$ cat src/hdl/fcba_pkg.sv
`timescale 1ns / 1ps

package fcba_pkg;

   // Store geometry: the used map is kept as rows of WORD_W bits each
   localparam int BLOCKS = 1024;
   localparam int BLK_W  = 10;
   localparam int COL_W  = 5;
   localparam int ROW_W  = BLK_W - COL_W;
   localparam int WORD_W = 1 << COL_W;
   localparam int ROWS   = BLOCKS / WORD_W;
   localparam int LINK_W = BLK_W + 1;
   localparam int CNT_W  = 11;

   // Link value that ends a chain; never a block number
   localparam logic [LINK_W-1:0] END_MARK = LINK_W'(BLOCKS);

   typedef enum logic [1:0] {
      OP_ALLOC = 2'd0,
      OP_FREE  = 2'd1,
      OP_NEXT  = 2'd2,
      OP_NONE  = 2'd3
   } op_type;

   typedef enum logic [1:0] {
      ST_OK      = 2'd0,
      ST_NOSPACE = 2'd1,
      ST_END     = 2'd2
   } status_type;

   typedef enum logic [3:0] {
      S_CLEAR,
      S_IDLE,
      S_AL_SCAN,
      S_AL_PICK,
      S_AL_LINK,
      S_FR_READ,
      S_FR_WRITE,
      S_NX_READ,
      S_RESP
   } state_type;

   typedef struct packed {
      logic latch_req;
      logic clr_step;
      logic al_scan;
      logic al_pick;
      logic al_link;
      logic fr_read;
      logic fr_write;
      logic nx_read;
      logic load_rsp;
   } cmd_type;

   typedef struct packed {
      logic clr_last;
      logic store_full;
      logic link_req;
      logic chain_end;
      logic out_free;
   } sts_type;

endpackage

$ cat src/hdl/fcba_ctrl.sv
`timescale 1ns / 1ps

module fcba_ctrl import fcba_pkg::*; (
   input  logic        clock,
   input  logic        reset,
   input  logic        req_valid,
   input  logic [1:0]  req_op,
   input  sts_type     sts,
   output cmd_type     cmd,
   output logic        req_stall
);

   state_type state_ff;
   state_type state_in;
   op_type    op_now;

   assign op_now = op_type'(req_op);

   always_ff @(posedge clock) begin
      if (reset) begin
         state_ff <= S_CLEAR;
      end else begin
         state_ff <= state_in;
      end
   end

   // Next state
   always_comb begin
      state_in = state_ff;
      case (state_ff)
         S_CLEAR: begin
            if (sts.clr_last) state_in = S_IDLE;
         end
         S_IDLE: begin
            if (req_valid) begin
               case (op_now)
                  OP_ALLOC: state_in = S_AL_SCAN;
                  OP_FREE:  state_in = S_FR_READ;
                  OP_NEXT:  state_in = S_NX_READ;
                  default:  state_in = S_RESP;
               endcase
            end
         end
         S_AL_SCAN: begin
            state_in = sts.store_full ? S_RESP : S_AL_PICK;
         end
         S_AL_PICK: begin
            state_in = sts.link_req ? S_AL_LINK : S_RESP;
         end
         S_AL_LINK:  state_in = S_RESP;
         S_FR_READ:  state_in = S_FR_WRITE;
         S_FR_WRITE: begin
            state_in = sts.chain_end ? S_RESP : S_FR_READ;
         end
         S_NX_READ:  state_in = S_RESP;
         S_RESP: begin
            if (sts.out_free) state_in = S_IDLE;
         end
         default: state_in = S_CLEAR;
      endcase
   end

   // Commands to the datapath
   always_comb begin
      cmd       = '0;
      req_stall = 1'b1;
      case (state_ff)
         S_CLEAR:    cmd.clr_step = 1'b1;
         S_IDLE: begin
            req_stall     = 1'b0;
            cmd.latch_req = req_valid;
         end
         S_AL_SCAN:  cmd.al_scan  = 1'b1;
         S_AL_PICK:  cmd.al_pick  = 1'b1;
         S_AL_LINK:  cmd.al_link  = 1'b1;
         S_FR_READ:  cmd.fr_read  = 1'b1;
         S_FR_WRITE: cmd.fr_write = 1'b1;
         S_NX_READ:  cmd.nx_read  = 1'b1;
         S_RESP:     cmd.load_rsp = sts.out_free;
         default:    cmd = '0;
      endcase
   end

endmodule

$ cat config.mk
export PLATFORM = sky130hd
export DESIGN_NAME = fcba_ctrl
export DESIGN_NICKNAME = d
export VERILOG_FILES = /design/src/hdl/fcba_pkg.sv /design/src/hdl/fcba_ctrl.sv
export SDC_FILE = /design/constraint.sdc
export NUM_CORES = 1
export LEC_CHECK = 0
export ABC_AREA = 0
export BUFFER_PORTS_ARGS = -buffer_cell sky130_fd_sc_hd__buf_2
export CAP_MARGIN = 20
export CORE_AREA = 5 5 42 44
export DETAILED_ROUTE_END_ITERATION = 10
export DIE_AREA = 0 0 47 49
export PLACE_DENSITY_LB_ADDON = 0.08
export SYNTH_ARGS = -nofsm -noshare
export SYNTH_HDL_FRONTEND = slang
export SYNTH_SLANG_ARGS = --single-unit
$ cat constraint.sdc
create_clock -name clock -period 1.1 [get_ports clock]
set_input_delay 0.22 -clock clock [delete_from_list [all_inputs] [get_ports clock]]
set_output_delay 0.22 -clock clock [all_outputs]
set_load 0.05 [all_outputs]
# [After elaboration in Yosys (flattened, before gate mapping)]
# Index checks and enable logic that the tools add are counted.
[classes] eq_ne=13 n_mux=18 reduce_logical=4
[ops] operator="$pmux W4 S8" n=1
[ops] operator="$mux W4" n=6
[ops] operator="$eq A4 B3 Y1 const B" n=4
[ops] operator="$pmux W4 S3" n=1
[ops] operator="$mux W1" n=10
[ops] operator="$eq A4 B2 Y1 const B" n=2
[ops] operator="$ne A2 B2 Y1 const B" n=3
[ops] operator="$eq A4 B1 Y1 const B" n=1
[ops] operator="$eq A4 B4 Y1 const B" n=1
[ops] operator="$logic_not A4 Y1" n=1
[ops] operator="$reduce_and A3 Y1" n=1
[ops] operator="$eq A2 B1 Y1 const B" n=1
[ops] operator="$eq A2 B2 Y1 const B" n=1
[ops] operator="$logic_not A2 Y1" n=1
[ops] operator="$reduce_or A2 Y1" n=1
[word_totals] reg_bits=4 in_bits=10 output_inout_bits=10 word_cells=36

# [Longest topological paths before layout]
# Gate-level depths: netlist of the first run.
[depth] ltp_word=4 ltp_mapped=6 ltp_nobuf=6

# [Worst setup path before layout of the first run]
# No wires, ideal clock.
[synth_path] path_type="reg2out" startpoint="register state_ff[2]" endpoint="output port cmd[7] in the netlist's numbering" arrival_ps=2026 required_ps=880 slack_ps=-1146 path_stages_with_launch=3 n_path_buf=1 cell_sequence="dfxtp_1 buf_6 nor4_1"
[synth_lines] element="from (decl)" line_no="fcba_ctrl.sv:13" rtl="state_type state_ff;"
[synth_lines] element="from (signal assigned)" line_no="fcba_ctrl.sv:23" rtl="state_ff <= state_in;"
[synth_lines] element="to (decl)" line_no="fcba_ctrl.sv:9" rtl="output cmd_type cmd,"

==> results.py, run 1 <==
metrics = {
    "run_status": {
        "status": "finished, violations left",
        "failed_checks": "setup timing",
    },
    "synth": {
        "seq_area_frac_synth_pct": 15.7,
        "synth_area_um2": 509,
        "ys_top_cells_by_area": "dfxtp_1, ha_1, nand3b_1, nor2_1, and4bb_1",
        "yosys.area_share.adder_pct": 7.37,
        "avgSynthCellArea_um2": 8.08,
        "synth_top_area_share_pct": 15.7,
        "synth.area.mux_share_pct": 1.97,
        "synth.net_count": 76,
        "syn_inst": 63,
        "synth_top_family_by_area": "simple AND/OR/NAND/NOR gates",
        "synth_flop_cell": "dfxtp_1",
        "synth_top_cell_by_area": "dfxtp_1",
        "synth_edf_count": 0,
        "ys_types": 32,
        "async_flop_share_pct": 0,
        "post-synth-top-count-cell": "nor2_1",
        "synth_xor_area_share_pct": 0,
        "ys_warn_count": 0,
        "ys_seq_elements": 4,
        "synth-compound-area-share_pct": 22.1,
        "synthSimpleGateAreaFrac_pct": 44.5,
    },
    "setup_path": {
        "critPathMaxStageDelay_ps": 340,
        "reg2regPathDepth": 5,
        "rrSetupSlack_ps": -230,
        "critPathKind": "reg -> out",
        "r2r-end": "state_ff[3]",
        "critical_path_cell_count": 3,
        "arrival_ps": 1240,
        "required_ps": 880,
        "timing.rr.start": "state_ff[3]",
        "crit_start": "state_ff[3]",
        "crit_chain": "buf_4 -> nor4b_4 -> buf_6",
        "path_buf_inv": 2,
        "crit_slowest_cell": "dfxtp_2",
        "endpoint": "cmd[6]",
        "crit_path_max_fanout": 5,
        "cp_top_family": "buffers and inverters",
        "endpoint_kind": "output pin",
        "crit_path_start_kind": "register",
    },
    "timing": {
        "hold_violations": 0,
        "drv_slew": 0,
        "layout_setup_ws_ps": -363,
        "fin_setup_tns_ps": -3890,
        "fin_crit_ps": 1460,
        "rsz0062_at_grt": "yes",
        "setup_viol": 14,
        "fin_skew_ps": 5.33,
        "max_slew.worst_pin.slew_ps": 348,
        "max_freq_ghz": 0.684,
        "relSlewSlack_pct": 76.5,
        "period_share_pct": 133,
    },
    "detailed_routing": {
        "drc": 0,
        "drt_iter0_markers": 11,
        "via_per_inst": 5.19,
        "ant_nets": 0,
        "wire_per_inst_um": 13.7,
        "first_pass_iters": 4,
        "vias": 643,
        "drt_wl_total_um": 1690,
    },
    "clock_network": {
        "clock_latency_ps": 230,
        "ctsHoldBuffers": 0,
        "htree_levels": 1,
        "cts-root-buf": "clkbuf_4",
        "cts_sinks": 4,
        "numCtsBuffers": 3,
        "clkTransAtPathRegs_ps": 40,
        "max-clock-path-buffers": 2,
        "cts_tree": "built",
    },
    "finish": {
        "num-nets-final": 123,
        "insertedDiodeCount": 0,
        "top_register": "state_ff",
        "largest_reg_flops": 4,
        "drive_gt1_share_pct": 72.2,
        "area_growth_pct": 115,
        "final_util_pct": 78.1,
        "largest_registers": "state_ff: 4 flops",
        "fillCellCount": 93,
    },
    "power": {
        "switching_share_pct": 43.7,
        "ir_drop_mv": 1.04,
        "seq_power_share_pct": 14.3,
        "power.switching_w": 0.000712,
        "p_leak_nw": 0.466,
        "powerDensity_mw_per_mm2": 1490,
        "p_int_w": 0.000915,
        "clockPowerShare_pct": 11.1,
        "p_comb_share_pct": 74.5,
    },
    "min_path": {
        "hold_class": "in -> reg",
        "hold_depth": 2,
    },
    "floorplanning": {
        "core_area_mm2": 0.00140,
        "fp.dieW_um": 47,
        "io_pins": 20,
        "die-area_mm2": 0.00230,
        "initial_core_util_pct": 36.3,
        "die_y_um": 49,
        "fp-row-count": 14,
    },
    "placement": {
        "place.gp.congestion": 0.650,
        "place.port_buffers": 19,
        "dpl.hpwl_um": 1180,
    },
    "global_route": {
        "grt_overflow": 0,
        "grt_use_total_pct": 15.0,
        "grt_pass1_wl_um": 2500,
        "grt_max_degree": 13,
        "grt_pass1_vias": 598,
        "antenna_found_initial": 0,
    },
    "run": {
        "drv_cap": 0,
    },
}
==> per-stage QoR <==
| step | hold WS (ps) | instance area (µm²) | instances | power (W) | worst slack, ps |
|---|---|---|---|---|---|
| 3_3_place_gp | 453 | 835 | 115 | 0.00114 | -278 |
| 2_1_floorplan | 289 | 599 | 63 | 0.000831 | -351 |
| 5_1_grt | 236 | 1090 | 124 | 0.00173 | -427 |
| 3_5_place_dp | 453 | 835 | 115 | 0.00115 | -304 |
| 6_report | 237 | 1090 | 124 | 0.00163 | -363 |
| 4_1_cts | 220 | 1010 | 118 | 0.00154 | -366 |
==> metal layers <==
metal	up-vias	global-route usage (%)	wire (µm)
met3	4	4.43	57
met2	12	27.1	975
met5	-	0	0
met4	0	6.91	24
li1	324	-	-
met1	303	14.5	635
==> power by group through the flow <==
| stage | registers, W | clock network, W | logic (W) |
|---|---|---|---|
| after floorplan | 0.000214 | 0 | 0.000617 |
| after global placement | 0.000207 | 0 | 0.000933 |
| after detailed placement | 0.000209 | 0 | 0.000942 |
| after CTS | 0.000235 | 0.000187 | 0.00112 |
| after global routing | 0.000241 | 0.000209 | 0.00128 |
| final | 0.000233 | 0.000181 | 0.00121 |
==> how the worst min path moves through the flow <==
stage          startpoint          end
3_3_place_gp        reset  state_ff[1]
4_1_cts             reset  state_ff[1]
5_1_grt             reset  state_ff[1]
2_1_floorplan       reset  state_ff[1]
6_report            reset  state_ff[1]
3_5_place_dp        reset  state_ff[1]
==> cell families (layout without fill, tap and decap cells) <==
logic type                 after synthesis  after routing
buffers and inverters                    6             51
adders and majority gates                3              3
AOI/OAI and AO/OA                       13             13
and+or+nand+nor                         36             36
DFF                                      4              4
muxes                                    1              1
==> worst reg2reg max path, delay by kind of cell, from the launching register on <==
| kind | cells | cell delay, ps |
|---|---|---|
| flops | 1 | 370 |
| simple gates | 1 | 70 |
| compound gates | 3 | 570 |
| buf+inv | 1 | 200 |
==> timing repair <==
item	CTS	global route
cloned	0	0
setup endpoints to repair	14	14
gates resized for setup	41	7
endpoints found under the hold margin	0	0
pin swaps	3	6
setup buffers	0	6
==> cells in the final DEF (no fill, tap or decap), types with 2 or more instances in the layout <==
cell      Yosys  routed
a211oi_2      0       2
and4bb_1      2       2
buf_2         1       9
buf_4         1      20
buf_6         2      11
buf_8         0       5
clkbuf_4      0       3
dfxtp_2       0       2
dfxtp_4       0       2
ha_1          3       3
inv_1         2       2
nand2_1       4       2
nand2b_1      4       2
nand2b_4      0       2
nand3b_1      4       4
nor2_1        8       4
nor2_2        0       2
nor2_4        0       2
nor2b_1       4       4
nor3_4        0       2
nor4b_4       0       2
o21ai_0       2       2
==> layout make-up <==
cell class,instances,area (µm²),share of cell area (%)
clock buffers,3,22.5,2.06
inverters,2,7.51,0.686
multi-input cells,53,541,49.4
flip-flops and latches,4,90.1,8.23
well taps,16,20.0,1.83
repair buffers,46,414,37.8
(Power assumes the default switching activity.)
==> run 2, diff against run 1 <==
--- a/config.mk
+++ b/config.mk
@@ -8,9 +8,9 @@
 export ABC_AREA = 0
 export BUFFER_PORTS_ARGS = -buffer_cell sky130_fd_sc_hd__buf_2
 export CAP_MARGIN = 20
-export CORE_AREA = 5 5 42 44
+export CORE_AREA = 10 10 47 49
 export DETAILED_ROUTE_END_ITERATION = 10
-export DIE_AREA = 0 0 47 49
+export DIE_AREA = 0 0 57 59
 export PLACE_DENSITY_LB_ADDON = 0.08
 export SYNTH_ARGS = -nofsm -noshare
 export SYNTH_HDL_FRONTEND = slang
==> results.py, run 2 (same netlist as run 1, synthesis figures left out) <==
metrics = {
    "setup_path": {
        "reg2regPathDepth": 6,
        "crit_start": "state_ff[3]",
        "crit_path_start_kind": "register",
        "arrival_ps": 1220,
        "timing.rr.start": "state_ff[1]",
        "endpoint_kind": "output pin",
        "critPathKind": "reg -> out",
        "required_ps": 880,
        "crit_path_max_fanout": 5,
    },
    "detailed_routing": {
        "drt_wl_total_um": 1880,
        "vias": 636,
        "drt_iter0_markers": 4,
        "via_per_inst": 5.30,
        "drc": 0,
        "first_pass_iters": 4,
        "ant_nets": 0,
        "wire_per_inst_um": 15.7,
    },
    "clock_network": {
        "htree_levels": 1,
        "clock_latency_ps": 230,
        "max-clock-path-buffers": 2,
        "clkTransAtPathRegs_ps": 40,
        "cts-root-buf": "clkbuf_4",
        "ctsHoldBuffers": 0,
        "cts_tree": "built",
        "cts_sinks": 4,
        "numCtsBuffers": 3,
    },
    "placement": {
        "dp.cells": 111,
        "place.gp.congestion": 0.738,
        "place.port_buffers": 19,
        "dpl.hpwl_um": 1280,
    },
    "floorplanning": {
        "die_y_um": 59,
        "fp-row-count": 14,
        "initial_core_util_pct": 36.3,
        "die-area_mm2": 0.00336,
        "io_pins": 20,
        "core_area_mm2": 0.00140,
        "fp.dieW_um": 57,
    },
    "finish": {
        "layout.cells.most_common": "buf_6",
        "largest_registers": "state_ff: 4 flops",
        "final_cell_mix": "buf_6, buf_2, buf_4",
        "largest_reg_flops": 4,
        "area_growth_pct": 121,
        "num-nets-final": 119,
        "insertedDiodeCount": 0,
        "drive_gt1_share_pct": 74.0,
        "final_util_pct": 80.4,
        "fillCellCount": 86,
        "top_register": "state_ff",
        "final_cells": 120,
    },
    "global_route": {
        "grt_overflow": 0,
        "grt_pass1_vias": 678,
        "antenna_found_initial": 0,
        "grt_max_degree": 9,
        "grt_use_total_pct": 11.1,
        "grt_pass1_wl_um": 3130,
    },
    "timing": {
        "max_freq_ghz": 0.695,
        "drv_slew": 0,
        "period_share_pct": 131,
        "setup_viol": 14,
        "max_slew.worst_pin.slew_ps": 321,
        "hold_violations": 0,
        "fin_skew_ps": 0.0949,
        "rsz0062_at_grt": "yes",
        "fin_crit_ps": 1440,
        "relSlewSlack_pct": 78.4,
        "layout_setup_ws_ps": -339,
    },
    "min_path": {
        "hold_depth": 2,
        "hold_class": "in -> reg",
        "holdCritStartpoint": "reset",
    },
    "power": {
        "ir_drop_mv": 1.25,
        "switching_share_pct": 44.8,
        "power.switching_w": 0.000742,
        "p_int_w": 0.000916,
        "clockPowerShare_pct": 10.9,
        "p_leak_nw": 0.469,
        "seq_power_share_pct": 15.2,
        "p_comb_share_pct": 73.9,
        "powerDensity_mw_per_mm2": 1470,
    },
    "run_status": {
        "status": "finished, violations left",
        "failed_checks": "setup timing",
    },
    "run": {
        "drv_cap": 0,
    },
}
run 2: power groups by stage:
| stage | clock [W] | sequential, W | combinational [W] |
|---|---|---|---|
| after floorplan | 0 | 0.000214 | 0.000617 |
| after global placement | 0 | 0.000214 | 0.000865 |
| after detailed placement | 0 | 0.000216 | 0.000871 |
| after CTS | 0.000192 | 0.000233 | 0.00109 |
| after global routing | 0.000207 | 0.000259 | 0.00129 |
| final | 0.000181 | 0.000251 | 0.00123 |
run 2: through the flow:
stage               hold WS (ps)  instance area, µm²  setup WS [ps]  TNS (ps)  power (W)
detailed placement           459                 805           -400     -2920    0.00109
global placement             456                 805           -310     -2690    0.00108
finish                       240                1130           -339     -3670    0.00166
floorplan                    289                 599           -351     -2730   0.000831
CTS                          224                1020           -343     -4070    0.00151
global route                 240                1130           -401     -4470    0.00176
run 2: worst max-delay path, cell delays in order, from the launching register on:
cell and delay (ps):
dfxtp_4 360, buf_6 130, nor2_4 140, and3_4 210, buf_8 140
run 2: cell type report:
class	instances	area, µm²	share of cell area, %
sequential	4	92.6	8.22
multi-input combinational	53	574	51.0
inverter	2	7.51	0.667
tap	16	20.0	1.78
clock buffer	3	22.5	2.00
timing repair buffer	42	409	36.3
run 2: timing repair:
| item | 4_1_cts | 5_1_grt |
|---|---|---|
| resized for setup | 43 | 21 |
| setup endpoints to repair | 14 | 14 |
| gates cloned | 0 | 0 |
| buffers inserted | 4 | 2 |
| pin swaps | 16 | 11 |
| hold endpoints to repair | 0 | 0 |
run 2: layer usage:
layer / GRT usage, % / vias to the layer above / part of all wire [%]
met1: 11.9 / 309 / 36
met2: 21.1 / 12 / 60
met3: 1.72 / 0 / 4.5
met4: 4.03 / 0 / 0
met5: 0 / - / 0
li1: - / 315 / -
run 2: final timing paths:
check / endpoint / slack (ps)
max: cmd[8] / -340
max reg2reg: state_ff[0] / -230
min: state_ff[1] / 240
min reg2reg: state_ff[3] / 690
==> run 3, diff against run 2 <==
--- a/config.mk
+++ b/config.mk
@@ -11,7 +11,8 @@
 export CORE_AREA = 10 10 47 49
 export DETAILED_ROUTE_END_ITERATION = 10
 export DIE_AREA = 0 0 57 59
-export PLACE_DENSITY_LB_ADDON = 0.08
+export GPL_ROUTABILITY_DRIVEN = 0
+export PLACE_DENSITY = 0.69
 export SYNTH_ARGS = -nofsm -noshare
 export SYNTH_HDL_FRONTEND = slang
 export SYNTH_SLANG_ARGS = --single-unit
==> constraint.sdc (replaced) <==
create_clock -name clock -period 1.9 [get_ports clock]
set_input_delay 0.38 -clock clock [delete_from_list [all_inputs] [get_ports clock]]
set_output_delay 0.38 -clock clock [all_outputs]
set_load 0.05 [all_outputs]
==> results.py, run 3 (same netlist as run 1, synthesis figures left out) <==
metrics = {
    "detailed_routing": {
        "ant_nets": 0,
        "drt_iter0_markers": 7,
        "vias": 537,
        "via_per_inst": 5.32,
        "wire_per_inst_um": 13.5,
        "drt_wl_total_um": 1370,
        "drc": 0,
        "first_pass_iters": 4,
    },
    "finish": {
        "fillCellCount": 162,
        "final_cell_mix": "buf_2, nor2_1, buf_4",
        "drive_gt1_share_pct": 48.2,
        "top_register": "state_ff",
        "num-nets-final": 100,
        "final_cells": 101,
        "layout.cells.most_common": "buf_2",
        "largest_reg_flops": 4,
        "largest_registers": "state_ff: 4 flops",
        "final_util_pct": 47.9,
        "insertedDiodeCount": 0,
        "area_growth_pct": 31.9,
    },
    "placement": {
        "dp.cells": 98,
        "dpl.hpwl_um": 1120,
        "place.port_buffers": 19,
    },
    "timing": {
        "fin_crit_ps": 1740,
        "hold_violations": 0,
        "setup_viol": 0,
        "max_slew.worst_pin.slew_ps": 259,
        "max_freq_ghz": 0.574,
        "relSlewSlack_pct": 82.7,
        "period_share_pct": 91.7,
        "drv_slew": 0,
        "fin_setup_tns_ps": 0,
        "fin_skew_ps": 3.25,
        "rsz0062_at_grt": "no",
    },
    "floorplanning": {
        "fp.dieW_um": 57,
        "fp-row-count": 14,
        "die-area_mm2": 0.00336,
        "die_y_um": 59,
        "initial_core_util_pct": 36.3,
        "core_area_mm2": 0.00140,
        "io_pins": 20,
    },
    "setup_path": {
        "cp_top_family": "simple AND/OR/NAND/NOR gates",
        "rrSetupSlack_ps": 490,
        "endpoint_kind": "output pin",
        "arrival_ps": 1360,
        "crit_chain": "nor4b_2 -> and2_1 -> buf_2",
        "critPathKind": "reg -> out",
        "required_ps": 1520,
        "path_buf_inv": 1,
        "crit_path_max_fanout": 11,
        "crit_slowest_cell": "dfxtp_2",
        "crit_path_start_kind": "register",
        "critPathMaxStageDelay_ps": 380,
    },
    "run": {
        "drv_cap": 0,
    },
    "clock_network": {
        "clock_latency_ps": 240,
        "cts_tree": "built",
        "numCtsBuffers": 3,
        "cts-root-buf": "clkbuf_4",
        "cts_sinks": 4,
        "clkTransAtPathRegs_ps": 40,
        "max-clock-path-buffers": 2,
        "htree_levels": 1,
        "cts_setup_buffers": 0,
    },
    "power": {
        "p_leak_nw": 0.315,
        "ir_drop_mv": 0.406,
        "powerDensity_mw_per_mm2": 910,
    },
    "global_route": {
        "grt_pass1_wl_um": 2320,
        "antenna_found_initial": 0,
        "grt_max_degree": 12,
        "grt_use_total_pct": 8.54,
        "grt_pass1_vias": 531,
        "grt_overflow": 0,
    },
    "min_path": {
        "hold_class": "in -> reg",
    },
    "run_status": {
        "status": "completed",
    },
}
==> run 3: changes by cell type in the layout (fill, tap and decap cells not counted), sizes merged <==
cell / previous run / this run
buf: 42 / 23
==> run 3: metrics by stage <==
step / total power (W) / area, µm² / setup slack (ps) / hold slack (ps)
2_1_floorplan: 0.000425 / 526 / 53.3 / 456
4_1_cts: 0.000615 / 664 / 8.29 / 366
5_1_grt: 0.000660 / 672 / 30.4 / 374
6_report: 0.000611 / 672 / 157 / 366
3_5_place_dp: 0.000498 / 636 / 261 / 622
3_3_place_gp: 0.000492 / 636 / 296 / 616
==> run 3: worst paths after layout <==
path          startpoint           to  depth (start not counted)
max          state_ff[2]       cmd[0]                          3
min                reset  state_ff[1]                          2
max reg2reg  state_ff[2]  state_ff[3]                          5
min reg2reg  state_ff[1]  state_ff[1]                          2
==> run 3: power breakdown <==
| part | total (W) | leakage [nW] | switching, W | internal, W |
|---|---|---|---|---|
| sequential | 0.000147 | 0.0343 | 0.0000447 | 0.000102 |
| clock | 0.000108 | 0.0138 | 0.0000374 | 0.0000708 |
| combinational | 0.000356 | 0.267 | 0.000226 | 0.000130 |
==> run 3: area by class of cell <==
class | count | area [µm²] | share of cell area, %
Clock buffer | 3 | 22.5 | 3.35
Inverter | 2 | 7.51 | 1.12
Multi-Input combinational cell | 53 | 409 | 60.9
Sequential cell | 4 | 85.1 | 12.7
Tap cell | 16 | 20.0 | 2.98
Timing Repair Buffer | 23 | 128 | 19.0
==> run 3: timing repair <==
action	CTS	global route
setup endpoints to repair	1	7
hold buffers	0	0
gates resized for setup	1	6
==> run 3: layer usage <==
layer | GRT usage, % | vias up | part of all wire (%)
met2 | 13.8 | 14 | 50
met3 | 3.00 | 2 | 3.9
met1 | 9.46 | 249 | 45
met5 | 0 | - | 0
li1 | - | 272 | -
met4 | 5.03 | 0 | 0.66
